## src/design/rrb_pkg.sv

```systemverilog
// Shared constants for the record ring buffer: field widths, action and status codes.
package rrb_pkg;

	// field widths
	localparam int ACT_W  = 2;
	localparam int STAT_W = 2;
	localparam int BYTE_W = 8;
	localparam int LEN_W  = 12;
	localparam int OFF_W  = 13;

	// record header: one type byte, then a 4-byte little-endian length
	localparam int HDR_BYTES = 5;
	localparam int HDR_CNT_W = 3;

	// action codes
	localparam logic [ACT_W-1:0] ACT_BEGIN = 2'd0;
	localparam logic [ACT_W-1:0] ACT_WRITE = 2'd1;
	localparam logic [ACT_W-1:0] ACT_READ  = 2'd2;

	// status codes
	localparam logic [STAT_W-1:0] ST_OK        = 2'd0;
	localparam logic [STAT_W-1:0] ST_TOO_LARGE = 2'd1;
	localparam logic [STAT_W-1:0] ST_EMPTY     = 2'd2;
	localparam logic [STAT_W-1:0] ST_BAD_STATE = 2'd3;

endpackage

```

## src/design/rrb_wrap_add.sv

```systemverilog
// Shared address unit: adds an offset to a ring pointer and wraps it modulo DEPTH.
module rrb_wrap_add #(
	parameter int DEPTH = 4096,
	parameter int AW    = $clog2(DEPTH)
) (
	input  logic [AW-1:0]             base,
	input  logic [rrb_pkg::OFF_W-1:0] offset,
	output logic [AW-1:0]             sum
);

	localparam int SW = ((AW > rrb_pkg::OFF_W) ? AW : rrb_pkg::OFF_W) + 1;
	localparam logic [SW-1:0] DEPTH_C = SW'(DEPTH);

	logic [SW-1:0] raw;
	logic [SW-1:0] wrapped;

	// add, then fold back once past the end of the ring
	always_comb begin
		raw     = SW'(base) + SW'(offset);
		wrapped = (raw >= DEPTH_C) ? (raw - DEPTH_C) : raw;
		sum     = wrapped[AW-1:0];
	end

endmodule

```

## config.mk

```make
export PLATFORM = sky130hd
export DESIGN_NAME = rrb_wrap_add
export DESIGN_NICKNAME = d
export VERILOG_FILES = /design/src/design/rrb_pkg.sv /design/src/design/rrb_wrap_add.sv
export SDC_FILE = /design/constraint.sdc
export NUM_CORES = 1
export LEC_CHECK = 0
export BUFFER_PORTS_ARGS = -buffer_cell sky130_fd_sc_hd__buf_2
export CAP_MARGIN = 40
export CORE_AREA = 2 2 39 41
export DETAILED_ROUTE_END_ITERATION = 8
export DIE_AREA = 0 0 41 43
export GPL_TIMING_DRIVEN = 0
export PLACE_DENSITY_LB_ADDON = 0.1
export SETUP_SLACK_MARGIN = 0.05
export SLEW_MARGIN = 0
export SYNTH_ARGS = -nofsm -noshare
export SYNTH_HDL_FRONTEND = slang
export SYNTH_SLANG_ARGS = --single-unit
```

## constraint.sdc

```tcl
create_clock -name vclk -period 3.37
set_input_delay 0.674 -clock vclk [all_inputs]
set_output_delay 0.674 -clock vclk [all_outputs]
set_load 0.005 [all_outputs]
```

# Yosys cells after proc, flatten, opt, wreduce, memory -nomap -nowiden
# Index checks and enable logic that the tools add are counted.
word_totals:
  register_bits: 0
  latchBits: 0
  ram_bits: 0
  mem_bits_ro: 0
  inputBits: 25
  out_inout_bits: 12
  wordCells: 4
  memories: 0
op_classes:
  add_sub_neg: 2
  n_mul: 0
  n_div: 0
  n_lt_le_gt_ge: 1
  n_eq_ne: 0
  shifts: 0
  mux: 1
  bitwise_logic: 0
  reduce_logical: 0
op_table:
  columns: ["cell", "n"]
  rows:
  - ["$add A12 B13 Y14", 1]
  - ["$ge A14 B13 Y1 const B", 1]
  - ["$mux W12", 1]
  - ["$sub A12 B1 Y12 const B", 1]

# Depth between registers and ports, before layout
# Gate-level depths: netlist of run 1.
depth:
  depth_word: 3
  depth_mapped: 7
  depth_no_buf: 7

# Worst setup path before layout of run 1
# OpenSTA, ideal clock, no wires.
synth_path:
  path_type: "input -> output"
  startpoint: "input offset[0] (netlist bit)"
  endpoint: "output sum[8]"
  arrival_ps: 2327
  t_required_ps: 2696
  setup_slack_ps: 369
  path_stages: 7
  n_path_buf: 0
  path_cell_list: "ha_1 -> fa_1 -> a211oi_1 -> o21bai_1 -> a2111oi_0 -> nor3_1 -> xor2_1"
synth_via:
  elab_chain_cells: 3
  elab_cells_between_ends: 4
  classes_between: "add/sub: 2; order compare: 1; mux: 1"
synth_rtl:
  columns: ["item", "line_no", "rtl"]
  rows:
  - ["start, declared", "rrb_wrap_add.sv:7", "input logic [rrb_pkg::OFF_W-1:0] offset,"]
  - ["$add A12 B13 Y14 *", "rrb_wrap_add.sv:19", "raw = SW'(base) + SW'(offset);"]
  - ["$sub A12 B1 Y12 / $ge A14 B13 Y1 (equally long branches)", "rrb_wrap_add.sv:20", "wrapped = (raw >= DEPTH_C) ? (raw - DEPTH_C) : raw;"]
  - ["$mux W12 *", "rrb_wrap_add.sv:20", null]
  - ["end, declared", "rrb_wrap_add.sv:8", "output logic [AW-1:0] sum"]
# Mark *: on every way between the ends. The rest lies on a longest branch, timed or not.

# Worst setup path after layout of run 1
# Same ends and word-level chain as after synthesis.

==> metrics.yaml, run 1 <==
critical_path:
  crit_end: "sum[8]"
  worst_setup_path_end_kind: "output port"
  max_stage_delay_ps: 380
  cpMostUsedCell: "buf_2"
  cp_data_required_time_ps: 2700
  cp_max_fo: 3
  path_cells: "buf_2 -> ha_1 -> fa_2 -> a211oi_2 -> o21bai_1 -> a2111oi_1 -> nor3_1 -> xor2_1 -> buf_2"
  cp-start-kind: "input pin"
  setup.worst_path.class: "input pin to output port"
  cp_slowest_cell: "fa_2"
  critPathLaunch: "offset[0]"
  crit_arrival_ps: 2480
final_layout:
  drive_gt1_frac: 0.442
  diodes: 0
  area.growth.synth_to_final_pct: 41.5
  clkbuf_count: 0
  fin_cells: 111
  regArea_um2: 0
  layout.nets: 134
  seq_cell_count: 0
yosys:
  synth_top_area_cell: "ha_1"
  synth_mux_area_frac: 0
  synth_top_area_share: 0.274
  synth.most_common_cell: "ha_1"
  ys_top_cells_by_area: "ha_1 27%, xnor2_1 12%, a21oi_1 8.0%"
  seq_area_frac_synth: 0
  synth_fa_ha_area_frac: 0.313
  ys_warn_count: 0
  synthSimpleGateAreaFrac: 0.162
  synth_top_family_by_area: "compound AO/OA/AOI/OAI gates"
  synth_nets: 96
  synth_compound_area_frac: 0.326
  synthCells: 59
  postSynthAreaPerCell_um2: 8.53
  syn_area_um2: 503
  synthXorXnorAreaFrac: 0.192
  yosysUniqueCellTypes: 25
  synthTopCellsByCount: "11 x ha_1, 8 x a21oi_1, 7 x xnor2_1"
floorplanning:
  start_util: 0.363
  dieWidth_um: 41
  die_h_um: 43
  io_pins: 37
  num_rows: 14
  die_area_um2: 1760
  core_area_um2: 1380
timing:
  rsz0062_at_grt: "no"
  finalHoldViolCount: 0
  setup_violations: 0
  slew_headroom: 0.792
  drv_slew: 0
  layout_setup_ws_ps: 213
  tightest_slew_ps: 312
  period_share: 0.937
  clock.fmax_ghz: 0.317
  hold_ws_ps: 1620
  period_minus_slack_ps: 3160
global_routing:
  grt_pass1_wl_um: 1730
  grt_usage: 0.129
  grt_max_degree: 8
  grt_pass1_vias: 499
  antenna_found_initial: 0
  overflow: 0
route:
  first_pass_iters: 2
  ant_nets: 0
  wire_per_inst_um: 10.3
  vias_per_cell: 5.25
  routed_wl_um: 1150
  vias: 583
  drtIter0Drc: 1
  drcViolationCount: 0
job:
  max-cap-violations: 0
power_and_ir_drop:
  power.leakage_nw: 0.356
  p_per_area_nw_per_um2: 199
  power.total_w: 0.000142
  peakVddDrop_mv: 0.0970
placement:
  place.gp.congestion: 0.715
  dp_worst_setup_slack_ps: 45.5
  dp_cells: 111
  dp_hpwl_um: 1030
  io_buffers: 36
hold_path:
  hp-class: "input pin to output port"
cts:
  cts_hold_buf: 0
status:
  status: "completed"
-- worst max-delay path, delay by kind of cell --
kind,cells,cell delay (ps)
adders and majority gates,2,590
AOI/OAI and AO/OA,3,710
xor gates and xnor gates,1,150
and+or+nand+nor,1,120
buffers and inverters,2,230
-- worst min-delay path by stage --
stage                  from  endpoint  slack, ps  cells after the start
floorplan           base[0]    sum[0]       1460                      1
global placement    base[0]    sum[0]       1620                      3
detailed placement  base[0]    sum[0]       1630                      3
CTS                 base[0]    sum[0]       1630                      3
global route        base[0]    sum[0]       1630                      3
finish              base[0]    sum[0]       1620                      3
-- through the flow --
stage	util	instance area (um2)	setup TNS, ps
floorplan	-	503	0
global placement	0.508	703	-7.59
detailed placement	0.508	703	0
CTS	0.513	709	0
global route	0.514	712	0
finish	0.514	712	0
-- layer usage --
metal	global-route usage	up-vias	wire length (um)	part of all wire
met1	0.146	258	478	0.42
li1	-	305	-	-
met3	0	0	64	0.056
met2	0.259	20	602	0.53
met4	0	0	0	0
met5	0	-	0	0
-- cells by family after synthesis --
| kind of cell | count (synthesis) |
|---|---|
| xor+xnor | 11 |
| buf+inv | 1 |
| fa+ha+maj | 12 |
| compound gates | 21 |
| simple gates | 14 |
-- what timing repair did --
action	CTS	global route
setup endpoints to repair	1	1
gates resized for setup	2	1
pin swaps	0	1
setup buffers	0	0
-- power by group --
part           leakage (nW)  internal [W]  switching, W
Clock                     0             0             0
Sequential                0             0             0
Combinational         0.356     0.0000745     0.0000674
Total                 0.356     0.0000745     0.0000674
-- area by class of cell --
type | count | area [um2]
timing repair buffer | 36 | 180
tap | 16 | 20.0
fill | 146 | 672
buffer | 1 | 3.75
multi-input combinational | 58 | 508
-- cell usage in the layout, fill, tap and decap left out --
cell / count
nand2_1: 1
and3_1: 1
o21ai_0: 2
buf_2: 36
nor2_1: 2
a21boi_1: 1
fa_2: 1
or3_1: 1
and3_4: 1
nor3_1: 2
nand3_1: 1
a2111oi_4: 1
and2_1: 2
a21oi_2: 1
xnor2_1: 7
o21bai_1: 1
a21oi_1: 8
clkbuf_1: 1
xor2_1: 4
a2111oi_1: 1
a211oi_2: 1
o21a_1: 1
nand4_1: 3
a41oi_2: 1
a21o_1: 3
ha_1: 11
No activity file was read; power rests on OpenSTA's default activity.
==> inputs of run 2 (changes only) <==
--- a/config.mk
+++ b/config.mk
@@ -12,7 +12,7 @@
 export DIE_AREA = 0 0 41 43
 export GPL_TIMING_DRIVEN = 0
 export PLACE_DENSITY_LB_ADDON = 0.1
-export SETUP_SLACK_MARGIN = 0.05
+export SETUP_SLACK_MARGIN = 0.3
 export SLEW_MARGIN = 0
 export SYNTH_ARGS = -nofsm -noshare
 export SYNTH_HDL_FRONTEND = slang
==> run 2 against run 1 <==
Final cell count rose by 5.4%. Sequential share of layout area did not move. Non-clock buffer count rose by 6. Setup slack improved by 81 ps. Sequential cell count did not move.
==> metrics.yaml, run 2 (synthesis results as in run 1) <==
final_layout:
  final_common_cell: "buf_2"
  diodes: 0  # unchanged
  seq_cell_count: 0  # unchanged
  final_util: 0.599  # +0.0841
  fin_cells: 117  # +5.4%
  fillCellCount: 132  # -9.6%
  area.growth.synth_to_final_pct: 64.7
  layout_common_cells: "34 x buf_2, 8 x a21oi_1, 7 x xnor2_1, 7 x ha_1, 6 x buf_4"
  drive_gt1_frac: 0.535  # +0.0925
  clkbuf_count: 0  # unchanged
  layout.nets: 140  # +4.5%
  regArea_um2: 0  # unchanged
power_and_ir_drop:
  pwr-share-clk: 0  # unchanged
  p_comb_frac: 1.000  # about the same
  peakVddDrop_mv: 0.103  # +6.5%
  power_switching_w: 0.0000743  # +10%
  power_switching_share: 0.447  # -0.0276
  intPower_w: 0.0000917  # +23%
  p_per_area_nw_per_um2: 200  # +0.49%
  power.leakage_nw: 0.395  # +11%
  power.total_w: 0.000166  # +17%
  p_seq_frac: 0  # unchanged
critical_path:
  worst_setup_path_end_kind: "output port"
  cp_max_fo: 2  # -1
  critPathLaunch: "base[0]"
  max_stage_delay_ps: 350  # -30 ps
  crit_arrival_ps: 2400  # -80 ps
  path_cells: "buf_6 -> ha_4 -> fa_2 -> a211oi_2 -> o21bai_2 -> a2111oi_2 -> nor3_1 -> xor2_1 -> buf_2"
  setup.worst_path.class: "input pin to output port"
  cp_data_required_time_ps: 2700  # about the same
  crit_buf_inv: 2  # unchanged
  cp_slowest_cell: "a2111oi_2"
  crit_family: "compound AO/OA/AOI/OAI gates"
  cp-start-kind: "input pin"
timing:
  period_minus_slack_ps: 3080  # -81.3 ps
  rsz0062_at_grt: "yes"
  fin_tns_setup_ps: 0  # unchanged
  setup_violations: 0  # unchanged
  tightest_slew_ps: 321  # +9.67 ps
  clock.fmax_ghz: 0.325  # +2.6%
  slew_headroom: 0.786  # -0.00592
  drv_slew: 0  # unchanged
  hold_ws_ps: 1620  # -1.08 ps
  finalHoldViolCount: 0  # unchanged
  period_share: 0.913  # -0.0241
floorplanning:
  core_area_um2: 1380  # unchanged
  num_rows: 14  # unchanged
  dieWidth_um: 41  # unchanged
  die_h_um: 43  # unchanged
  start_util: 0.363  # unchanged
  io_pins: 37  # unchanged
  die_area_um2: 1760  # unchanged
global_routing:
  grt_pass1_vias: 513  # +2.8%
  grt_pass1_wl_um: 1780  # +2.8%
  overflow: 0  # unchanged
  antenna_found_initial: 0  # unchanged
  grt_usage: 0.133  # +0.00400
  grt_max_degree: 8  # unchanged
placement:
  dp_hpwl_um: 1030  # unchanged
  dp_cells: 111  # unchanged
  place.gp.congestion: 0.715  # unchanged
  io_buffers: 36  # unchanged
hold_path:
  hp-class: "input pin to output port"
  hp-start: "offset[0]"
route:
  vias: 614  # +5.3%
  drtIter0Drc: 5  # +4
  drcViolationCount: 0  # unchanged
  first_pass_iters: 2  # unchanged
  wire_per_inst_um: 10.9  # +6.1%
  routed_wl_um: 1280  # +12%
  ant_nets: 0  # unchanged
  vias_per_cell: 5.25  # about the same
cts:
  cts_hold_buf: 0  # unchanged
job:
  max-cap-violations: 0  # unchanged
status:
  status: "completed"
==> run 2: repair_timing <==
item | in CTS | in global routing
resized for setup | 4 | 9
endpoints found under the setup margin | 2 | 3
pin swaps | 5 | 9
setup buffers | 2 | 4
endpoints found under the hold margin | 0 | 0
==> run 2: tightest hold or removal path, delay by kind of cell <==
family                     cells  cell delay, ps
buffers and inverters          2             160
adders and majority gates      1             100
==> run 2: final timing paths <==
path      to  slack, ps  cells after the start
min   sum[0]       1620                      3
max   sum[8]        290                      9
==> run 2: area by class of cell <==
type / count / area, um2 / area share
Buffer: 1 / 3.75 / 0.00453
Timing Repair Buffer: 42 / 238 / 0.287
Tap cell: 16 / 20.0 / 0.0242
Multi-Input combinational cell: 58 / 567 / 0.684
==> run 2: through the flow <==
stage	worst slack [ps]	cell area, um2
2_1_floorplan	369	503
3_3_place_gp	-7.59	703
3_5_place_dp	45.5	703
4_1_cts	297	729
5_1_grt	204	828
6_report	295	828
==> run 2: power by group through the flow <==
stage / combinational [W] / clock (W) / sequential, W
finish: 0.000166 / 0 / 0
global route: 0.000184 / 0 / 0
CTS: 0.000147 / 0 / 0
detailed placement: 0.000141 / 0 / 0
global placement: 0.000139 / 0 / 0
floorplan: 0.0000895 / 0 / 0
==> run 2: routing by layer <==
metal / global-route usage / vias to the layer above / wire, um
met2: 0.272 / 22 / 679
li1: - / 316 / -
met4: 0 / 0 / 0
met5: 0 / - / 0
met3: 0 / 0 / 75
met1: 0.146 / 276 / 524
==> inputs of run 3 (changes only) <==
--- a/config.mk
+++ b/config.mk
@@ -10,7 +10,6 @@
 export CORE_AREA = 2 2 39 41
 export DETAILED_ROUTE_END_ITERATION = 8
 export DIE_AREA = 0 0 41 43
-export GPL_TIMING_DRIVEN = 0
 export PLACE_DENSITY_LB_ADDON = 0.1
 export SETUP_SLACK_MARGIN = 0.3
 export SLEW_MARGIN = 0
==> constraint.sdc (replaced) <==
create_clock -name vclk -period 3.65
set_input_delay 0.73 -clock vclk [all_inputs]
set_output_delay 0.73 -clock vclk [all_outputs]
set_load 0.005 [all_outputs]
==> run 3 against run 2 <==
Die area is the same. Critical path depth did not move. Clock-buffer cell count unchanged. Worst hold slack improved by 110 ps. Total power fell by 20%. Sequential cell count unchanged. Non-clock buffer count decreased by 6. Largest power group unchanged. Highest routed layer is now met4.
==> metrics.yaml, run 3 (synthesis results as in run 1) <==
status:
  status: "completed"
cts:
  cts_hold_buf: 0  # unchanged
power_and_ir_drop:
  p_per_area_nw_per_um2: 185  # -7.8%
  peakVddDrop_mv: 0.0704  # -32%
  power.total_w: 0.000133  # -20%
  power.leakage_nw: 0.361  # -8.7%
final_layout:
  fillCellCount: 147  # +11%
  final_util: 0.521  # -0.0778
  fin_cells: 111  # -5.1%
  final_common_cell: "buf_2"
  drive_gt1_frac: 0.463  # -0.0715
  diodes: 0  # unchanged
  regArea_um2: 0  # unchanged
  multi_input_area_um2: 513  # -9.5%
  layout.nets: 134  # -4.3%
  seq_cell_count: 0  # unchanged
  area.growth.synth_to_final_pct: 43.3
  layout_common_cells: "36 x buf_2, 11 x ha_1, 8 x a21oi_1"
  design_area_um2: 721  # -13%
  clkbuf_count: 0  # unchanged
timing:
  fin_tns_setup_ps: 0  # unchanged
  period_minus_slack_ps: 3270
  drv_slew: 0  # unchanged
  setup_violations: 0  # unchanged
  slew_headroom: 0.785  # -0.000963
  clock.fmax_ghz: 0.306
  finalHoldViolCount: 0  # unchanged
  tightest_slew_ps: 323  # +1.44 ps
  rsz0062_at_grt: "no"
  period_share: 0.895
placement:
  io_buffers: 36  # unchanged
  dp_hpwl_um: 918  # -11%
  dp_cells: 110  # -0.90%
  postPlaceCellArea_um2: 699  # -0.53%
  place.gp.congestion: 0.697  # -2.6%
floorplanning:
  start_util: 0.363  # unchanged
  die_h_um: 43  # unchanged
  io_pins: 37  # unchanged
  core_area_um2: 1380  # unchanged
  die_area_um2: 1760  # unchanged
  dieWidth_um: 41  # unchanged
  num_rows: 14  # unchanged
route:
  routed_wl_um: 1040  # -18%
  wire_per_inst_um: 9.41  # -14%
  ant_nets: 0  # unchanged
  vias: 576  # -6.2%
  drcViolationCount: 0  # unchanged
  drtIter0Drc: 8  # +3
  first_pass_iters: 4  # +2
  vias_per_cell: 5.19  # -1.1%
critical_path:
  cp_slowest_cell: "fa_2"
  crit_family: "compound AO/OA/AOI/OAI gates"
  cp-start-kind: "input pin"
  path_cells: "buf_2 -> ha_1 -> fa_2 -> a211oi_2 -> o21bai_1 -> a2111oi_2 -> nor3_1 -> xor2_1 -> buf_2"
  cpMostUsedCell: "buf_2"
  cp_max_fo: 3  # +1
  crit_buf_inv: 2  # unchanged
  crit_arrival_ps: 2540  # +140 ps
  max_stage_delay_ps: 380  # +30 ps
  cp_data_required_time_ps: 2920  # +220 ps
  setup.worst_path.class: "input pin to output port"
  worst_setup_path_end_kind: "output port"
hold_path:
  hp-class: "input pin to output port"
global_routing:
  gr-max-usage-layer: "met2"
  grt_pass1_wl_um: 1570  # -12%
  grtUsageMet1: 0.152  # +0.00633
  antenna_found_initial: 0  # unchanged
  grt_usage: 0.115  # -0.0180
  met2_usage: 0.206  # -0.0656
  overflow: 0  # unchanged
  grt_pass1_vias: 430  # -16%
  grt_util_met3: 0.00524  # +0.00524
  grt_max_degree: 8  # unchanged
job:
  max-cap-violations: 0  # unchanged
==> run 3: cell types whose count changed in the layout (fill, tap and decap cells not counted), sizes merged <==
cell / previous run / this run
buf: 42 / 37
clkbuf: 1 / 0
==> run 3: power by group <==
part | switching (W) | internal, W | total [W]
registers | 0 | 0 | 0
clock network | 0 | 0 | 0
logic | 0.0000623 | 0.0000709 | 0.000133
==> run 3: per-layer routing <==
| layer | vias up | share of wire |
|---|---|---|
| li1 | 300 | - |
| met1 | 248 | 0.43 |
| met2 | 26 | 0.47 |
| met3 | 2 | 0.091 |
| met4 | 0 | 0.0057 |
| met5 | - | 0 |
==> run 3: area by class of cell <==
cell class / instances / area share
well taps: 16 / 0.0278
repair buffers: 37 / 0.260
multi-input cells: 58 / 0.712
==> run 3: repair_timing <==
| item | in CTS | in global routing |
|---|---|---|
| resized for setup | 2 | 2 |
| setup buffers | 0 | 1 |
| endpoints found under the setup margin | 1 | 1 |
| hold endpoints to repair | 0 | 0 |
| pin swaps | 1 | 2 |
==> run 3: worst paths after layout <==
path                  slack [ps]  endpoint      start  depth (start not counted)
worst max-delay path         380    sum[8]  offset[0]                          9
worst min-delay path        1730    sum[0]    base[0]                          3
==> run 3: through the flow <==
| stage | worst slack (ps) | hold WS, ps |
|---|---|---|
| after floorplan | 537 | 1570 |
| after global placement | 180 | 1730 |
| after detailed placement | 190 | 1740 |
| after CTS | 314 | 1740 |
| after global routing | 287 | 1750 |
| final | 385 | 1730 |
